[src/hw/rtl/ckst_pkg.sv]
// Shared types and codes for the client keepalive session table.
// Used by ckst_cell and by the top level; depends on nothing else.
`default_nettype none

package ckst_pkg;

  // Default number of session slots
  localparam int SLOTS_DEF = 16;

  // Field widths
  localparam int ADDR_W = 48;
  localparam int ID_W   = 16;
  localparam int MS_W   = 20;
  localparam int ELAP_W = 16;

  // Register indexes on the configuration port
  localparam logic [1:0] REG_DROP_AFTER = 2'd0;
  localparam logic [1:0] REG_PING_AFTER = 2'd1;
  localparam logic [1:0] REG_FIRST_ID   = 2'd2;

  // Register reset values
  localparam logic [MS_W-1:0] DROP_AFTER_RST = MS_W'(60000);
  localparam logic [MS_W-1:0] PING_AFTER_RST = MS_W'(1000);
  localparam logic [ID_W-1:0] FIRST_ID_RST   = ID_W'(1);

  // Request codes
  typedef enum logic [2:0] {
    REQ_TICK       = 3'd0,
    REQ_ALIVE      = 3'd1,
    REQ_CONNECT    = 3'd2,
    REQ_DISCONNECT = 3'd3,
    REQ_SHUTDOWN   = 3'd4
  } req_t;

  // Event codes
  typedef enum logic [2:0] {
    EV_ACCEPT        = 3'd0,
    EV_PING          = 3'd1,
    EV_DROP_TIMEOUT  = 3'd2,
    EV_DROP_SHUTDOWN = 3'd3,
    EV_LEFT          = 3'd4,
    EV_FULL          = 3'd5,
    EV_NOTHING       = 3'd6
  } ev_kind_t;

  // Request token that walks down the row of cells
  typedef struct packed {
    logic              active;
    req_t              req;
    logic [ADDR_W-1:0] addr;
    logic [ELAP_W-1:0] elapsed;
    logic              hit;        // some cell held the address
    logic [ID_W-1:0]   hit_id;     // id of that cell
    logic              free_found; // an earlier cell claimed the free slot
  } tok_t;

  // Event a cell or the tail logic offers to the output
  typedef struct packed {
    logic              valid;
    ev_kind_t          kind;
    logic [ADDR_W-1:0] addr;
    logic [ID_W-1:0]   id;
  } ev_t;

  // Timeout limits broadcast to every cell
  typedef struct packed {
    logic [MS_W-1:0] drop_after;
    logic [MS_W-1:0] ping_after;
  } lim_t;

  // Slot fill broadcast after a connect for a new client
  typedef struct packed {
    logic              commit;
    logic [ADDR_W-1:0] addr;
    logic [ID_W-1:0]   id;
  } fill_t;

endpackage

`default_nettype wire

[src/hw/rtl/ckst_cell.sv]
// One session slot of the keepalive table: holds the slot state and
// processes the request token as it passes. Depends on ckst_pkg.
`default_nettype none

module ckst_cell (
  input  wire logic            clk,
  input  wire logic            rst_n,
  input  wire logic            adv,      // whole row moves this cycle
  input  wire ckst_pkg::lim_t  lim,
  input  wire ckst_pkg::fill_t fill,
  input  wire ckst_pkg::tok_t  tok_in,
  output ckst_pkg::tok_t       tok_out,
  output ckst_pkg::ev_t        ev
);

  logic                        valid_r, valid_nxt;
  logic                        cand_r, cand_nxt;
  logic [ckst_pkg::ADDR_W-1:0] addr_r, addr_nxt;
  logic [ckst_pkg::ID_W-1:0]   id_r, id_nxt;
  logic [ckst_pkg::MS_W-1:0]   heard_r, heard_nxt;
  logic [ckst_pkg::MS_W-1:0]   pinged_r, pinged_nxt;
  ckst_pkg::tok_t              tok_r, tok_nxt;

  logic                        match;
  logic [ckst_pkg::MS_W:0]     heard_sum;
  logic [ckst_pkg::MS_W:0]     pinged_sum;
  logic [ckst_pkg::MS_W-1:0]   heard_sat;
  logic [ckst_pkg::MS_W-1:0]   pinged_sat;

  // Saturating aging adders
  assign heard_sum  = {1'b0, heard_r} + {5'd0, tok_in.elapsed};
  assign pinged_sum = {1'b0, pinged_r} + {5'd0, tok_in.elapsed};
  assign heard_sat  = heard_sum[ckst_pkg::MS_W] ? '1 : heard_sum[ckst_pkg::MS_W-1:0];
  assign pinged_sat = pinged_sum[ckst_pkg::MS_W] ? '1 : pinged_sum[ckst_pkg::MS_W-1:0];

  assign match = valid_r && (addr_r == tok_in.addr);

  // Request handling for the token sitting at this cell
  always_comb begin
    valid_nxt  = valid_r;
    cand_nxt   = cand_r;
    addr_nxt   = addr_r;
    id_nxt     = id_r;
    heard_nxt  = heard_r;
    pinged_nxt = pinged_r;
    tok_nxt    = tok_in;
    ev         = '0;
    ev.kind    = ckst_pkg::EV_NOTHING;
    ev.addr    = addr_r;
    ev.id      = id_r;

    if (tok_in.active) begin
      cand_nxt = (tok_in.req == ckst_pkg::REQ_CONNECT) && !valid_r && !tok_in.free_found;
      case (tok_in.req)
        ckst_pkg::REQ_TICK: begin
          if (valid_r) begin
            heard_nxt  = heard_sat;
            pinged_nxt = pinged_sat;
            if (heard_sat > lim.drop_after) begin
              valid_nxt = 1'b0;
              ev.valid  = 1'b1;
              ev.kind   = ckst_pkg::EV_DROP_TIMEOUT;
            end else if (pinged_sat > lim.ping_after) begin
              pinged_nxt = '0;
              ev.valid   = 1'b1;
              ev.kind    = ckst_pkg::EV_PING;
            end
          end
        end
        ckst_pkg::REQ_ALIVE: begin
          if (match) heard_nxt = '0;
        end
        ckst_pkg::REQ_CONNECT: begin
          if (match) begin
            heard_nxt      = '0;
            pinged_nxt     = '0;
            tok_nxt.hit    = 1'b1;
            tok_nxt.hit_id = id_r;
          end
          if (!valid_r) tok_nxt.free_found = 1'b1;
        end
        ckst_pkg::REQ_DISCONNECT: begin
          if (match) begin
            valid_nxt      = 1'b0;
            tok_nxt.hit    = 1'b1;
            tok_nxt.hit_id = id_r;
          end
        end
        ckst_pkg::REQ_SHUTDOWN: begin
          if (valid_r) begin
            valid_nxt = 1'b0;
            ev.valid  = 1'b1;
            ev.kind   = ckst_pkg::EV_DROP_SHUTDOWN;
          end
        end
        default: ;
      endcase
    end

    // Fill of the claimed free slot at the end of a connect
    if (fill.commit && cand_r) begin
      valid_nxt  = 1'b1;
      cand_nxt   = 1'b0;
      addr_nxt   = fill.addr;
      id_nxt     = fill.id;
      heard_nxt  = '0;
      pinged_nxt = '0;
    end
  end

  // Control state with reset
  always_ff @(posedge clk) begin
    if (!rst_n) begin
      valid_r      <= 1'b0;
      cand_r       <= 1'b0;
      tok_r.active <= 1'b0;
    end else if (adv) begin
      valid_r <= valid_nxt;
      cand_r  <= cand_nxt;
      tok_r   <= tok_nxt;
    end
  end

  // Slot payload
  always_ff @(posedge clk) begin
    if (adv) begin
      addr_r   <= addr_nxt;
      id_r     <= id_nxt;
      heard_r  <= heard_nxt;
      pinged_r <= pinged_nxt;
    end
  end

  assign tok_out = tok_r;

endmodule

`default_nettype wire

[config.mk]
export PLATFORM = sky130hd
export DESIGN_NAME = ckst_cell
export DESIGN_NICKNAME = d
export VERILOG_FILES = /design/src/hw/rtl/ckst_pkg.sv /design/src/hw/rtl/ckst_cell.sv
export SDC_FILE = /design/constraint.sdc
export NUM_CORES = 1
export LEC_CHECK = 0
export BUFFER_PORTS_ARGS = -buffer_cell sky130_fd_sc_hd__buf_2
export CAP_MARGIN = 15
export CORE_AREA = 8 8 167 169
export CTS_CLUSTER_DIAMETER = 60
export CTS_CLUSTER_SIZE = 10
export DETAILED_ROUTE_END_ITERATION = 10
export DIE_AREA = 0 0 175 177
export PLACE_DENSITY_LB_ADDON = 0.15
export SETUP_SLACK_MARGIN = 0.05
export SLEW_MARGIN = 5
export SYNTH_ARGS = -nofsm -noshare
export SYNTH_HDL_FRONTEND = slang
export SYNTH_SLANG_ARGS = --single-unit
[constraint.sdc]
create_clock -name clk -period 4.4 [get_ports clk]
set_input_delay 0 -clock clk [delete_from_list [all_inputs] [get_ports clk]]
set_output_delay 0 -clock clk [all_outputs]
set_load 0.05 [all_outputs]
==> flow_summary.yaml <==
outcome:
  status: "finished with violations"
  violations: "negative setup slack"
timing:
  fmax_mhz: 218
  maxSlewViolCount: 0
  period_needed_ns: 4.58
  layout_setup_ws_ns: -0.185
  setup_viol: 22
  finClkSkew_ns: 0.0135
  rsz0062_at_grt: "true"
  slew_headroom: 0.411
  worst_hold_slack_ns: 0.147
  post-route-period-util: 1.04
  worstMarginPinSlew_ns: 0.884
  hold_viol: 0
worst_setup_path:
  start_kind: "flop"
  crit_type: "reg2out"
  r2r_slack_ns: -0.11
  critPathCaptureType: "primary output"
  worstPathMaxFanout: 2
  worstPathArrival_ns: 4.58
  required_ns: 4.40
logic_synthesis:
  yosys_warnings: 0
  synth_adder_area_share: 0.0949
  postSynthAreaPerCell_um2: 12.5
  post_synth_xor_area_fraction: 0.0618
  yosysMostFrequentCell: "edfxtp_1"
  ys_ff_latch: 192
  synth-simple-area-share: 0.112
  ys_seq_area_frac: 0.578
  netlist_area_mm2: 0.00992
  synthCells: 793
  synth_top_family_by_area: "simple AND/OR/NAND/NOR gates"
  synthMuxAreaShare: 0.0213
  async_flop_share: 0
  synth_compound_area_frac: 0.107
  yosysTopAreaCellShare: 0.572
  synth_edf_count: 189
  ys_types: 59
  synth_area_leaders: "edfxtp_1, ha_1, xnor2_1"
  synthTopCellsByCount: "edfxtp_1, ha_1, inv_1, nand2_1, xnor2_1"
  post-synth-top-area-cell: "edfxtp_1"
  synth_ff_type: "edfxtp_1"
  synth_nets: 1061
global_routing:
  met1_usage: 0.220
  grt_pass1_wl_mm: 50.4
  grt_usage: 0.210
  grt-ovfl-total: 0
  grt_max_degree: 51
  grt_pass1_vias: 9068
  busiest_layer: "met2"
  use_met3: 0.0638
  use_met2: 0.398
  antenna_found_initial: 2
layout:
  fin_nets: 1638
  drive_above_1_share: 0.401
  n_fill_cell: 2052
  area_growth_syn_to_layout_pct: 54.0
clock_network:
  h-tree-depth: 4
  cts_num_sinks: 192
  cts_made_buffers: 17
  cts_buffer_depth: 2
  root_buffer: "clkbuf_16"
  clock_latency_ns: 0.44
  cts_tree: "built"
  clkTransAtPathRegs_ns: 0.08
job:
  max_cap_violations: 0
placement:
  port_buffers: 347
  dp_slack_ns: -0.375
  dp_hpwl_mm: 24.7
  gp_congestion: 0.809
floorplanning:
  die_area_mm2: 0.0310
  die_x_um: 175
  fp.dieH_um: 177
  initial_core_util: 0.389
  core_area_mm2: 0.0255
  rows: 59
  pin_count: 348
drt:
  dr.pass1.iters: 4
  vias_per_cell: 4.97
  drt_wl_total_mm: 33.6
  drtIter0Drc: 366
  vias: 8548
  wire_per_inst_um: 19.5
  drc_errors: 0
  drtAntennaViolNets: 0
power_and_ir_drop:
  leakage_nw: 6.47
  power_density_mw_per_mm2: 322
  ir_drop_v: 0.000225
worst_hold_path:
  hold_path_class: "in2reg"
critical path, stage by stage, from the launching register on:
cell and delay (ns):
edfxtp_1 0.37, ha_2 0.20, fa_2 0.39, a211oi_4 0.27, o21ai_2 0.09, nor3b_4 0.17, o221ai_2 0.17, a31oi_2 0.13
or4_4 0.53, ha_4 0.25, o21ai_1 0.13, o21bai_1 0.11, a221oi_2 0.25, o211ai_1 0.19, nand2_1 0.13, buf_4 0.12
and2_4 0.13, nand4b_1 0.27, buf_12 0.25
layout by cell type (no fill, tap or decap), types with 18 or more instances in the layout:
cell type / netlist / routed
ha_1: 72 / 64
o21ai_0: 33 / 19
buf_4: 0 / 62
inv_1: 52 / 52
a21oi_1: 41 / 28
dlygate4sd3_1: 0 / 154
xnor2_1: 43 / 42
clkbuf_16: 0 / 18
xor2_1: 27 / 27
nor2b_1: 25 / 19
buf_2: 0 / 343
nand2_1: 50 / 49
edfxtp_1: 189 / 189
nor2_1: 34 / 31
cells by family after synthesis:
kind of cell	after synthesis
DFF	192
buffers and inverters	64
adders and majority gates	74
and+or+nand+nor	211
muxes	19
xor gates and xnor gates	70
AOI/OAI and AO/OA	163
per-stage QoR:
step                      instances  instance area [µm²]  TNS, ns   util  power, W
final                          1719                15300    -1.17  0.600   0.00491
after floorplan                 793                 9920        0      -   0.00275
after CTS                      1713                15100   -0.250  0.591   0.00489
after detailed placement       1511                12500    -7.07  0.489   0.00309
after global routing           1719                15300    -6.46  0.600   0.00509
after global placement         1511                12500    -2.85  0.489   0.00308
layer usage:
metal | up-vias | share of wire
met5 | - | 0.00039
li1 | 4129 | -
met4 | 2 | 0.024
met2 | 295 | 0.54
met3 | 49 | 0.066
met1 | 4073 | 0.37
final cells by class:
cell class / count / area, µm² / area share
Inverter: 52 / 195 / 0.0128
Timing Repair Buffer: 570 / 3910 / 0.256
Antenna cell: 1 / 2.50 / 0.000164
Clock inverter: 15 / 194 / 0.0127
Clock buffer: 17 / 425 / 0.0279
Sequential cell: 192 / 5740 / 0.376
Tap cell: 335 / 419 / 0.0274
Multi-Input combinational cell: 537 / 4390 / 0.287
power by group:
part / total (W) / switching [W] / internal, W
combinational: 0.00115 / 0.000664 / 0.000485
sequential: 0.00212 / 0.0000234 / 0.00210
clock: 0.00164 / 0.000845 / 0.000793
repair_timing:
item                                   CTS  global route
hold buffers                           154             0
pin swaps                               34             7
endpoints found under the hold margin  152             0
setup endpoints to repair               25            24
gates cloned                             0             2
resized for setup                       71            31
setup buffers                           18             4
state kept, by name (all words and copies together) (netlist names):
signal / flops
addr_r: 48
cand_r: 1
heard_r: 20
id_r: 16
pinged_r: 20
tok_out: 86
valid_r: 1
path summary, 6_finish.rpt:
kind,start,endpoint,cells after the start
setup / recovery,heard_r[0]$_SDFFCE_PP0P_,ev[65],18
hold / removal,tok_in[18],pinged_r[0]$_SDFFCE_PP0P_,4
hold reg to reg,tok_out[85]$_SDFFE_PN0P_,tok_out[85]$_SDFFE_PN0P_,2
setup reg to reg,heard_r[0]$_SDFFCE_PP0P_,pinged_r[17]$_SDFFCE_PP0P_,18
Power figures use the tool's default switching activity.
